**src/design/rds_pkg.sv**
```systemverilog
// shared types and constants of the reaction-diffusion stencil block
`timescale 1ns / 1ps

package rds_pkg;

  localparam int VAL_W     = 18;
  localparam int GAIN_W    = 16;
  localparam int CFG_W     = 18;
  localparam int CFG_IDX_W = 2;
  localparam int QDEPTH    = 4;
  localparam int QPTR_W    = 2;
  localparam int QCNT_W    = 3;

  localparam logic [CFG_IDX_W-1:0] CFG_REACTION  = 2'd0;
  localparam logic [CFG_IDX_W-1:0] CFG_DIFFUSION = 2'd1;
  localparam logic [CFG_IDX_W-1:0] CFG_LEFT      = 2'd2;
  localparam logic [CFG_IDX_W-1:0] CFG_RIGHT     = 2'd3;

  typedef logic signed [VAL_W-1:0] val_t;
  typedef logic [GAIN_W-1:0]       gain_t;

  localparam gain_t RST_REACTION  = 16'd66;
  localparam gain_t RST_DIFFUSION = 16'd26214;
  localparam val_t  RST_LEFT      = 18'sd65536;
  localparam val_t  RST_RIGHT     = 18'sd0;

  typedef struct packed {
    val_t cell_value;
    logic row_end;
  } in_beat_t;

  typedef struct packed {
    val_t new_value;
    logic row_done;
  } out_beat_t;

  // one cell update: neighbors, center and last-cell flag
  typedef struct packed {
    val_t lft;
    val_t u;
    val_t rgt;
    logic done;
  } job_t;

  typedef struct packed {
    logic full;
    logic empty;
  } q_stat_t;

endpackage

```
**src/design/rds_stream_if.sv**
```systemverilog
// valid/ready stream channel carrying one payload per beat
`timescale 1ns / 1ps

interface rds_stream_if #(
  parameter type payload_t = logic
) ();
  logic     valid;
  logic     ready;
  payload_t data;

  modport source (output valid, output data, input ready);
  modport sink (input valid, input data, output ready);
endinterface

```
**src/design/rds_front.sv**
```systemverilog
// front end: holds the stencil window and turns cells into update jobs
`timescale 1ns / 1ps

module rds_front (
  input  logic             clk,
  input  logic             rst_n,
  input  logic             in_valid,
  output logic             in_ready,
  input  rds_pkg::in_beat_t in_beat,
  input  rds_pkg::val_t    left_value,
  input  rds_pkg::val_t    right_value,
  input  rds_pkg::q_stat_t q_stat,
  output logic             push,
  output rds_pkg::job_t    push_job
);

  rds_pkg::val_t older_r, older_nxt;
  rds_pkg::val_t middle_r, middle_nxt;
  logic          phase_r, phase_nxt;
  logic          pend_r, pend_nxt;
  rds_pkg::job_t pend_job_r, pend_job_nxt;
  logic          take;

  assign in_ready = !pend_r && !q_stat.full;
  assign take     = in_valid && in_ready;

  always_comb begin
    older_nxt    = older_r;
    middle_nxt   = middle_r;
    phase_nxt    = phase_r;
    pend_nxt     = pend_r;
    pend_job_nxt = pend_job_r;
    push         = 1'b0;
    push_job     = pend_job_r;
    if (pend_r && !q_stat.full) begin
      push     = 1'b1;
      pend_nxt = 1'b0;
    end else if (take) begin
      if (!phase_r) begin
        if (in_beat.row_end) begin
          // one-cell row
          push     = 1'b1;
          push_job = '{lft: left_value, u: in_beat.cell_value, rgt: right_value, done: 1'b1};
        end else begin
          older_nxt  = left_value;
          middle_nxt = in_beat.cell_value;
          phase_nxt  = 1'b1;
        end
      end else begin
        push       = 1'b1;
        push_job   = '{lft: older_r, u: middle_r, rgt: in_beat.cell_value, done: 1'b0};
        older_nxt  = middle_r;
        middle_nxt = in_beat.cell_value;
        if (in_beat.row_end) begin
          pend_nxt     = 1'b1;
          pend_job_nxt = '{lft: middle_r, u: in_beat.cell_value, rgt: right_value,
                           done: 1'b1};
          older_nxt    = '0;
          middle_nxt   = '0;
          phase_nxt    = 1'b0;
        end
      end
    end
  end

  always_ff @(posedge clk) begin
    if (!rst_n) begin
      older_r  <= '0;
      middle_r <= '0;
      phase_r  <= 1'b0;
      pend_r   <= 1'b0;
    end else begin
      older_r  <= older_nxt;
      middle_r <= middle_nxt;
      phase_r  <= phase_nxt;
      pend_r   <= pend_nxt;
    end
  end

  always_ff @(posedge clk) begin
    pend_job_r <= pend_job_nxt;
  end

endmodule

```
**src/design/rds_queue.sv**
```systemverilog
// short job queue between front and back
`timescale 1ns / 1ps

module rds_queue (
  input  logic             clk,
  input  logic             rst_n,
  input  logic             push,
  input  rds_pkg::job_t    push_job,
  input  logic             pop,
  output rds_pkg::job_t    head_job,
  output rds_pkg::q_stat_t q_stat
);

  rds_pkg::job_t                  mem_r [rds_pkg::QDEPTH];
  logic [rds_pkg::QPTR_W-1:0]     wr_ptr_r, wr_ptr_nxt;
  logic [rds_pkg::QPTR_W-1:0]     rd_ptr_r, rd_ptr_nxt;
  logic [rds_pkg::QCNT_W-1:0]     count_r, count_nxt;
  logic                           do_push;
  logic                           do_pop;

  assign q_stat.full  = (count_r == rds_pkg::QCNT_W'(rds_pkg::QDEPTH));
  assign q_stat.empty = (count_r == '0);
  assign do_push      = push && !q_stat.full;
  assign do_pop       = pop && !q_stat.empty;
  assign head_job     = mem_r[rd_ptr_r];

  always_comb begin
    wr_ptr_nxt = do_push ? wr_ptr_r + 1'b1 : wr_ptr_r;
    rd_ptr_nxt = do_pop ? rd_ptr_r + 1'b1 : rd_ptr_r;
    count_nxt  = count_r;
    if (do_push && !do_pop) begin
      count_nxt = count_r + 1'b1;
    end else if (do_pop && !do_push) begin
      count_nxt = count_r - 1'b1;
    end
  end

  always_ff @(posedge clk) begin
    if (!rst_n) begin
      wr_ptr_r <= '0;
      rd_ptr_r <= '0;
      count_r  <= '0;
    end else begin
      wr_ptr_r <= wr_ptr_nxt;
      rd_ptr_r <= rd_ptr_nxt;
      count_r  <= count_nxt;
    end
  end

  always_ff @(posedge clk) begin
    if (do_push) begin
      mem_r[wr_ptr_r] <= push_job;
    end
  end

endmodule

```
**src/design/rds_back.sv**
```systemverilog
// back end: three-stage euler update pipeline with output register
`timescale 1ns / 1ps

module rds_back #(
  parameter int FRAC_BITS = 16
) (
  input  logic               clk,
  input  logic               rst_n,
  input  rds_pkg::q_stat_t   q_stat,
  input  rds_pkg::job_t      head_job,
  output logic               pop,
  input  rds_pkg::gain_t     reaction_gain,
  input  rds_pkg::gain_t     diffusion_gain,
  output logic               out_valid,
  input  logic               out_ready,
  output rds_pkg::out_beat_t out_beat
);

  localparam int VW   = rds_pkg::VAL_W;
  localparam int GW   = rds_pkg::GAIN_W;
  localparam int OMW  = ((FRAC_BITS > VW - 1) ? FRAC_BITS : VW - 1) + 2;
  localparam int PW   = VW + OMW;
  localparam int LW   = PW - FRAC_BITS;
  localparam int RPW  = LW + GW + 1;
  localparam int RW   = RPW - FRAC_BITS;
  localparam int LAPW = VW + 2;
  localparam int DPW  = LAPW + GW + 1;
  localparam int DW   = DPW - FRAC_BITS;
  localparam int MW0  = (RW > DW) ? RW : DW;
  localparam int MW   = (MW0 > VW) ? MW0 : VW;
  localparam int SW   = MW + 2;

  localparam logic signed [OMW-1:0] ONE =
    {{(OMW - FRAC_BITS - 1){1'b0}}, 1'b1, {FRAC_BITS{1'b0}}};

  logic adv;

  // stage 1: u*(1-u) product and laplacian
  logic                   s1_valid_r;
  rds_pkg::val_t          s1_u_r;
  logic                   s1_done_r;
  logic signed [PW-1:0]   s1_prod_r;
  logic signed [LAPW-1:0] s1_lap_r;
  logic signed [OMW-1:0]  one_minus_u;
  logic signed [PW-1:0]   prod_nxt;
  logic signed [LAPW-1:0] lap_nxt;

  // stage 2: gain products
  logic                  s2_valid_r;
  rds_pkg::val_t         s2_u_r;
  logic                  s2_done_r;
  logic signed [RW-1:0]  s2_react_r;
  logic signed [DW-1:0]  s2_diff_r;
  logic signed [LW-1:0]  logistic;
  logic signed [RPW-1:0] react_prod;
  logic signed [DPW-1:0] diff_prod;

  // stage 3: sum and saturate into the output register
  logic                  out_valid_r;
  rds_pkg::out_beat_t    out_beat_r;
  logic signed [SW-1:0]  sum;
  rds_pkg::val_t         sat;

  assign adv       = !out_valid_r || out_ready;
  assign pop       = adv && !q_stat.empty;
  assign out_valid = out_valid_r;
  assign out_beat  = out_beat_r;

  always_comb begin
    one_minus_u = ONE - OMW'(head_job.u);
    prod_nxt    = PW'(head_job.u) * PW'(one_minus_u);
    lap_nxt     = LAPW'(head_job.lft) - (LAPW'(head_job.u) <<< 1) + LAPW'(head_job.rgt);
  end

  always_comb begin
    logistic   = LW'(s1_prod_r >>> FRAC_BITS);
    react_prod = RPW'($signed({1'b0, reaction_gain})) * RPW'(logistic);
    diff_prod  = DPW'($signed({1'b0, diffusion_gain})) * DPW'(s1_lap_r);
  end

  always_comb begin
    sum = SW'(s2_u_r) + SW'(s2_react_r) + SW'(s2_diff_r);
    if (sum[SW-1:VW-1] != {(SW - VW + 1){sum[SW-1]}}) begin
      sat = sum[SW-1] ? {1'b1, {(VW - 1){1'b0}}} : {1'b0, {(VW - 1){1'b1}}};
    end else begin
      sat = sum[VW-1:0];
    end
  end

  always_ff @(posedge clk) begin
    if (!rst_n) begin
      s1_valid_r  <= 1'b0;
      s2_valid_r  <= 1'b0;
      out_valid_r <= 1'b0;
    end else if (adv) begin
      s1_valid_r  <= !q_stat.empty;
      s2_valid_r  <= s1_valid_r;
      out_valid_r <= s2_valid_r;
    end
  end

  always_ff @(posedge clk) begin
    if (adv) begin
      s1_u_r     <= head_job.u;
      s1_done_r  <= head_job.done;
      s1_prod_r  <= prod_nxt;
      s1_lap_r   <= lap_nxt;
      s2_u_r     <= s1_u_r;
      s2_done_r  <= s1_done_r;
      s2_react_r <= RW'(react_prod >>> FRAC_BITS);
      s2_diff_r  <= DW'(diff_prod >>> FRAC_BITS);
      out_beat_r <= '{new_value: sat, row_done: s2_done_r};
    end
  end

endmodule

```
**src/design/reaction_diffusion_stencil_step.sv**
```systemverilog
// top level: fisher-kpp explicit euler row stencil with config registers
// path: a job enters the 4-entry queue when the front pushes it and its result is valid
//   after the output register (front -> queue -> two multiply stages -> output register)
// throughput: one cell per cycle while the queue is not full; after the row_end cell of a
//   multi-cell row, in_ready stays low until the second job is pushed (one push per cycle)
// reset: synchronous active-low rst_n clears window, queue, pipeline valids, config defaults
`timescale 1ns / 1ps

module reaction_diffusion_stencil_step #(
  parameter int FRAC_BITS = 16
) (
  input  logic                              clk,
  input  logic                              rst_n,
  rds_stream_if.sink                        in_chan,
  rds_stream_if.source                      out_chan,
  input  logic                              cfg_we,
  input  logic [rds_pkg::CFG_IDX_W-1:0]     cfg_index,
  input  logic [rds_pkg::CFG_W-1:0]         cfg_data
);

  // configuration registers
  rds_pkg::gain_t reaction_gain_r;
  rds_pkg::gain_t diffusion_gain_r;
  rds_pkg::val_t  left_value_r;
  rds_pkg::val_t  right_value_r;

  // front/back link
  rds_pkg::q_stat_t q_stat;
  rds_pkg::job_t    push_job;
  rds_pkg::job_t    head_job;
  logic             q_push;
  logic             q_pop;

  always_ff @(posedge clk) begin
    if (!rst_n) begin
      reaction_gain_r  <= rds_pkg::RST_REACTION;
      diffusion_gain_r <= rds_pkg::RST_DIFFUSION;
      left_value_r     <= rds_pkg::RST_LEFT;
      right_value_r    <= rds_pkg::RST_RIGHT;
    end else if (cfg_we) begin
      unique case (cfg_index)
        rds_pkg::CFG_REACTION:  reaction_gain_r  <= cfg_data[rds_pkg::GAIN_W-1:0];
        rds_pkg::CFG_DIFFUSION: diffusion_gain_r <= cfg_data[rds_pkg::GAIN_W-1:0];
        rds_pkg::CFG_LEFT:      left_value_r     <= cfg_data[rds_pkg::VAL_W-1:0];
        rds_pkg::CFG_RIGHT:     right_value_r    <= cfg_data[rds_pkg::VAL_W-1:0];
        default: ;
      endcase
    end
  end

  // front: window of older/middle cell, splits the row_end beat of a multi-cell row into two jobs
  rds_front u_front (
    .clk         (clk),
    .rst_n       (rst_n),
    .in_valid    (in_chan.valid),
    .in_ready    (in_chan.ready),
    .in_beat     (in_chan.data),
    .left_value  (left_value_r),
    .right_value (right_value_r),
    .q_stat      (q_stat),
    .push        (q_push),
    .push_job    (push_job)
  );

  // decoupling queue
  rds_queue u_queue (
    .clk      (clk),
    .rst_n    (rst_n),
    .push     (q_push),
    .push_job (push_job),
    .pop      (q_pop),
    .head_job (head_job),
    .q_stat   (q_stat)
  );

  // back: arithmetic pipeline, stalls as a whole on output backpressure
  rds_back #(
    .FRAC_BITS (FRAC_BITS)
  ) u_back (
    .clk            (clk),
    .rst_n          (rst_n),
    .q_stat         (q_stat),
    .head_job       (head_job),
    .pop            (q_pop),
    .reaction_gain  (reaction_gain_r),
    .diffusion_gain (diffusion_gain_r),
    .out_valid      (out_chan.valid),
    .out_ready      (out_chan.ready),
    .out_beat       (out_chan.data)
  );

  // front never pushes into a full queue
  assert property (@(posedge clk) disable iff (!rst_n) q_push |-> !q_stat.full)
    else $error("job pushed into full queue");

  // back never pops an empty queue
  assert property (@(posedge clk) disable iff (!rst_n) q_pop |-> !q_stat.empty)
    else $error("job popped from empty queue");

  // a full queue holds off new input beats
  assert property (@(posedge clk) disable iff (!rst_n) q_stat.full |-> !in_chan.ready)
    else $error("input ready while queue full");

endmodule
```
**src/flat_wrapper.sv**
```systemverilog
// flat-port wrapper written by rule: the top's interface ports become plain ports
module reaction_diffusion_stencil_step_flat 
#(
  parameter int FRAC_BITS = 16
)
  (clk, rst_n, cfg_we, cfg_index, cfg_data, in_chan_valid, in_chan_data, in_chan_ready, out_chan_valid, out_chan_data, out_chan_ready);
  rds_stream_if in_chan_i ();
  rds_stream_if out_chan_i ();
  input  logic clk;
  input  logic rst_n;
  input  logic cfg_we;
  input  logic [rds_pkg::CFG_IDX_W-1:0] cfg_index;
  input  logic [rds_pkg::CFG_W-1:0] cfg_data;
  input wire logic [$bits(in_chan_i.valid)-1:0] in_chan_valid;
  input wire logic [$bits(in_chan_i.data)-1:0] in_chan_data;
  output wire logic [$bits(in_chan_i.ready)-1:0] in_chan_ready;
  output wire logic [$bits(out_chan_i.valid)-1:0] out_chan_valid;
  output wire logic [$bits(out_chan_i.data)-1:0] out_chan_data;
  input wire logic [$bits(out_chan_i.ready)-1:0] out_chan_ready;
  assign in_chan_i.valid = in_chan_valid;
  assign in_chan_i.data = in_chan_data;
  assign in_chan_ready = in_chan_i.ready;
  assign out_chan_valid = out_chan_i.valid;
  assign out_chan_data = out_chan_i.data;
  assign out_chan_i.ready = out_chan_ready;
  reaction_diffusion_stencil_step #(.FRAC_BITS(FRAC_BITS)) u_core (.clk(clk), .rst_n(rst_n), .in_chan(in_chan_i), .out_chan(out_chan_i), .cfg_we(cfg_we), .cfg_index(cfg_index), .cfg_data(cfg_data));
endmodule
```
**config.mk**
```make
export PLATFORM = sky130hd
export DESIGN_NAME = reaction_diffusion_stencil_step_flat
export DESIGN_NICKNAME = d
export VERILOG_FILES = /design/src/design/rds_pkg.sv /design/src/design/rds_stream_if.sv /design/src/design/rds_front.sv /design/src/design/rds_queue.sv /design/src/design/rds_back.sv /design/src/design/reaction_diffusion_stencil_step.sv /design/src/flat_wrapper.sv
export SDC_FILE = /design/constraint.sdc
export NUM_CORES = 1
export LEC_CHECK = 0
export BUFFER_PORTS_ARGS = -buffer_cell sky130_fd_sc_hd__buf_2
export CAP_MARGIN = 20
export CORE_ASPECT_RATIO = 1.5
export CORE_MARGIN = 3
export CORE_UTILIZATION = 60
export DETAILED_ROUTE_END_ITERATION = 6
export PLACE_DENSITY = 0.76
export RECOVER_POWER = 50
export SETUP_SLACK_MARGIN = 0.4
export SYNTH_ARGS = -nofsm -noshare
export SYNTH_HDL_FRONTEND = slang
export SYNTH_HIERARCHICAL = 1
export SYNTH_SLANG_ARGS = --single-unit
```
**constraint.sdc**
```tcl
create_clock -name clk -period 12.7 [get_ports clk]
set_clock_uncertainty 0.15 [all_clocks]
set_input_delay 1.905 -clock clk [delete_from_list [all_inputs] [get_ports clk]]
set_output_delay 1.905 -clock clk [all_outputs]
set_load 0.03 [all_outputs]
```
# After elaboration in Yosys (flattened, before gate mapping)
# Memory sizes are Yosys's and may differ from the RTL's. A register that Yosys moved wholly into a read port is not among the register bits.
# Index checks and enable logic that the tools add are counted.
[totals] reg_bits=122 mem_bits_rw=220 input_bits=26 out_inout_bits=3 mem_count=1
[memory_table] memory="u_core.u_queue.mem_r" words=4 word_bits=55 read_ports=1 rd_clocked_by_memory_dff=1 write_ports=1 line="rds_queue.sv:14" rtl="rds_pkg::job_t mem_r [rds_pkg::QDEPTH];"
[op_classes] n_addsub=4 eq_ne=4 n_mux=18 n_bitwise=2 n_reduce_logical=24
[op_table] cell="$mux W55" n=4
[op_table] cell="$mux W18" n=5
[op_table] cell="$logic_and A1 B1 Y1" n=8
[op_table] cell="$mux W1" n=7
[op_table] cell="$logic_not A1 Y1" n=6
[op_table] cell="$mux W3" n=2
[op_table] cell="$reduce_and A2 Y1" n=3
[op_table] cell="$reduce_and A3 Y1" n=2
[op_table] cell="$add A2 B1 Y2 const B" n=2
[op_table] cell="$eq A2 B2 Y1 const B" n=2
[op_table] cell="$reduce_and A4 Y1" n=1
[op_table] cell="$add A3 B1 Y3 const B" n=1
[op_table] cell="$eq A3 B3 Y1 const B" n=1
[op_table] cell="$logic_not A3 Y1" n=1
[op_table] cell="$sub A3 B1 Y3 const B" n=1
[op_table] cell="$ne A2 B1 Y1 const B" n=1
[op_table] cell="$not A1 Y1" n=2
[op_table] cell="$reduce_bool A2 Y1" n=1
[op_table] cell="$reduce_or A2 Y1" n=1
[op_table] cell="$logic_or A1 B1 Y1" n=1

# Depth between registers and ports, before layout
[depth] word_depth=11 depth_mapped=13 ltp_nobuf=10

# By module
# Netlist, hierarchy kept.
[by_module_without_submodules] mod="rds_back" instances=1 cells_per_inst=4519 area_per_inst_um2=43604.3
[by_module_without_submodules] mod="rds_queue" instances=1 cells_per_inst=335 area_per_inst_um2=8469.4
[by_module_without_submodules] mod="rds_front" instances=1 cells_per_inst=403 area_per_inst_um2=4434.3
[by_module_without_submodules] mod="reaction_diffusion_stencil_step" instances=1 cells_per_inst=258 area_per_inst_um2=2658.8

# Worst setup path after synthesis
# Ideal clock, no wire load.
[synth_path] path_kind="flip-flop to flip-flop" startpoint="register (tool-made name)" endpoint="register, netlist name u_core/u_back/s1_prod_r[36]" setup_ns=0.266 t_arrival_ns=8.798 required_ns=12.284 slack_ns=3.486 stages_incl_launch_ff=35 n_path_buf=6 synth_period_minus_slack_ns=9.214 cell_sequence="dfxtp_1 > buf_6 > buf_12 > mux4_2 > clkbuf_1 > clkinv_1 > ha_1 > nor3b_1 > nand2_1 > or3_1 > nand2_1 > nand2_1 > ha_1 > clkbuf_1 > clkbuf_1 > nand2_1 > fa_1 > inv_1 > fa_1 > clkbuf_1 > inv_1 > fa_1 > fa_1 > fa_1 > fa_1 > inv_1 > ha_1 > a21o_1 > a21o_1 > a21oi_1 > nor2_1 > a21oi_1 > nand2_1 > o41ai_1 > xnor2_1"

# Final worst setup path
[layout_path] startpoint="input port in_chan_data" endpoint="register u_core/u_queue/count_r[2] (netlist bit)"
[layout_via] elab_chain_cells=8 elab_cells_between_ends=10 cone_classes="5 x mux; 5 x reduce/logical"
[layout_lines] item="start, declared" line="flat_wrapper.sv:15" rtl="input wire logic [$bits(in_chan_i.data)-1:0] in_chan_data;"
[layout_lines] item="$mux W1 *" line="rds_front.sv:40" rtl="if (in_beat.row_end) begin"
[layout_lines] item="$mux W1 *" line="rds_front.sv:39" rtl="if (!phase_r) begin"
[layout_lines] item="$mux W1 *" line="rds_front.sv:38" rtl="end else if (take) begin"
[layout_lines] item="$mux W1 *" line="rds_front.sv:35" rtl="if (pend_r && !q_stat.full) begin"
[layout_lines] item="via u_core.q_push" line="reaction_diffusion_stencil_step.sv:31" rtl="logic q_push;"
[layout_lines] item="$logic_and A1 B1 Y1 *" line="rds_queue.sv:23" rtl="assign do_push = push && !q_stat.full;"
[layout_lines] item="$logic_not A1 Y1" line="rds_queue.sv:33" rtl="end else if (do_pop && !do_push) begin"
[layout_lines] item="$logic_and A1 B1 Y1" line="rds_queue.sv:33"
[layout_lines] item="$reduce_bool A2 Y1 (no line)"
[layout_lines] item="end signal, assigned" line="rds_queue.sv:46" rtl="count_r <= count_nxt;"
[layout_lines] item="end, declared" line="rds_queue.sv:17" rtl="logic [rds_pkg::QCNT_W-1:0] count_r, count_nxt;"
# The timed path passes the listed nets; every way through them passes the cells marked *.
# A chain may end at the register's enable or synchronous reset.

==> flow_metrics.py <==
metrics = {
    "run_status": {
        "status": "finished, final reports clean",
    },
    "setup_path": {
        "crit_required_ns": 12.77,
        "cp_max_fo": 7,
        "setup.worst_path.end_class": "flop",
        "r2r-start": "u_core/u_queue/count_r[0]",
        "start_kind": "primary input",
        "r2r_slack_ns": 9.99,
        "reg2reg_to": "u_core/u_queue/count_r[2]",
        "reg2reg_depth": 9,
        "arrival_ns": 3.97,
        "critical_path_class": "primary input to flop",
    },
    "floorplan": {
        "die_area_um2": 2252,
        "die-width_um": 39.77,
        "fp.dieH_um": 56.65,
        "row_count": 17,
        "pin_count": 29,
        "coreArea_um2": 1531,
        "start_util_pct": 66.99,
    },
    "worst_hold_path": {
        "hp-start": "u_core/u_back/s1_done_r",
        "hold_end": "u_core/u_back/s2_done_r",
        "holdCritPathClass": "flop to flop",
        "holdPathStages": 0,
    },
    "sta": {
        "period_share_pct": 30.69,
        "timing.final.ws_setup_ns": 8.802,
        "hold_violations": 0,
        "tightest_slew_ns": 0.4997,
        "worst_hold_slack_ns": 0.2933,
        "rsz0062_at_grt": "false",
        "min_period_ns": 3.898,
        "fin_setup_tns_ns": 0,
        "slew-limit-headroom_pct": 66.62,
        "fmax_mhz": 256.5,
        "setup_viol": 0,
        "final_max_slew_viol_count": 0,
    },
    "clock_network": {
        "clk_pin_slew_ns": 0.11,
        "clockBufferDepth": 2,
        "cts_resized": 0,
        "post-cts-setup-buffers": 0,
        "clock_sinks": 21,
        "cts-root-buf": "clkbuf_4",
        "numCtsBuffers": 3,
        "ctsHoldBuffers": 0,
        "insertion_delay_ns": 0.29,
        "cts_max_level": 1,
        "cts_tree": "done",
    },
    "cells_and_area": {
        "multiInputGateArea_um2": 421.7,
        "fin_util_pct": 66.09,
        "num-nets-final": 122,
        "drive_above_1_share_pct": 15.73,
        "areaGrowthSynthToFinish_pct": -1.342,
        "n_fill_cell": 128,
        "antennaDiodeCount": 0,
        "seq_area_um2": 490.5,
    },
    "grt": {
        "grt_pass1_vias": 575,
        "antenna_found_initial": 0,
        "grt_overflow": 0,
        "grt_use_total_pct": 15.06,
        "grt_max_degree": 16,
        "grt_pass1_wl_mm": 2.339,
    },
    "routing": {
        "dr.max_layer_used": "met4",
        "totalWireLength_mm": 1.329,
        "wl_met1_um": 534,
        "vias": 549,
        "wire_per_inst_um": 12.31,
        "wl_met3_um": 39,
        "route.detailed.drc": 0,
        "drt-initial-drc-count": 2,
        "avgViaCountPerCell": 5.083,
        "antenna_left": 0,
        "dr.pass1.iters": 2,
        "wl_met2_um": 744,
    },
    "placed_design": {
        "pre_cts_ws_ns": 8.461,
        "dp_hpwl_mm": 1.058,
        "port_buffers": 7,
        "routabilityCongestion": 0.6458,
    },
    "power": {
        "peakVddDrop_mv": 0.1061,
        "p_per_area_nw_per_um2": 185.4,
        "leakage_nw": 0.4023,
    },
    "logic_synthesis": {
        "syn_area_um2": 1026,
        "syn_area_per_cell_um2": 11.15,
        "yosysWarnings": 6,
        "synthCells": 92,
        "synth_fp_nets": 124,
    },
    "run": {
        "maxCapViolations": 0,
    },
}
## layout make-up
type,count,area share (%)
Sequential cell,21,48.45
Multi-Input combinational cell,53,41.66
Timing Repair Buffer,7,3.337
Tap cell,19,2.349
Clock buffer,3,2.225
Inverter,4,1.483
Clock inverter,1,0.4944
## critical path, cell delays in order
cell	delay (ns)
buf_2	0.09
or2_2	0.10
a21oi_1	0.05
nor2_1	0.07
nor2b_1	0.43
ha_1	0.27
inv_1	0.06
fa_1	0.37
xor2_1	0.15
or3_1	0.30
a21boi_0	0.16
## power breakdown
group	internal, mW	total [mW]	leakage (nW)	switching, mW
Clock	0.0117	0.0301	0.0177	0.0184
Combinational	0.0288	0.0605	0.207	0.0317
Sequential	0.0854	0.0970	0.177	0.0116
Total	0.126	0.188	0.402	0.0617
## how the worst max path moves through the flow
| stage | slack [ns] | from | to |
|---|---|---|---|
| 6_report | 8.80 | in_chan_data | u_core/u_queue/count_r[2] |
| 3_3_place_gp | 8.55 | in_chan_data | u_core/u_queue/count_r[2] |
| 5_1_grt | 8.59 | in_chan_data | u_core/u_queue/count_r[2] |
| 4_1_cts | 8.78 | in_chan_data | u_core/u_queue/count_r[2] |
| 2_1_floorplan | 8.74 | in_chan_data | u_core/u_queue/count_r[2] |
| 3_5_place_dp | 8.46 | in_chan_data | u_core/u_queue/count_r[2] |
## through the flow
step / cells / instance area [um2] / total power, mW
floorplan: 92 / 1026 / 0.1534
global placement: 104 / 991.0 / 0.1556
detailed placement: 104 / 991.0 / 0.1601
CTS: 108 / 1018 / 0.1909
global route: 108 / 1012 / 0.2016
finish: 108 / 1012 / 0.1876
## per-layer routing
layer / vias to the layer above / global-route usage [%]
li1: 289 / -
met4: 0 / 8.780
met1: 252 / 15.46
met2: 6 / 26.28
met3: 2 / 2.372
met5: - / 0
## registers in the layout, indices dropped and copies added, names as in the netlist, named ones only
signal and count:
u_core/u_queue/rd_ptr_r 2, u_core/u_back/s1_valid_r 1, u_core/u_queue/mem_r 4, u_core/u_back/out_valid 1, u_core/u_queue/count_r 3, u_core/u_back/out_beat 1, u_core/u_back/s2_done_r 1, u_core/u_back/s2_valid_r 1
u_core/u_queue/wr_ptr_r 2, u_core/u_front/pend_r 1, u_core/u_back/s1_done_r 1, u_core/u_front/phase_r 1
## cell usage in the layout (no fill, tap or decap), types with 3 or more instances in the layout
cell type,instances
dfxtp_1,14
and2_1,9
edfxtp_1,7
buf_2,6
nor2b_1,5
nand2_1,5
ha_1,5
inv_1,4
mux2i_1,4
clkbuf_4,3
nor2_1,3
xnor2_1,3
Power figures use the tool's default switching activity.
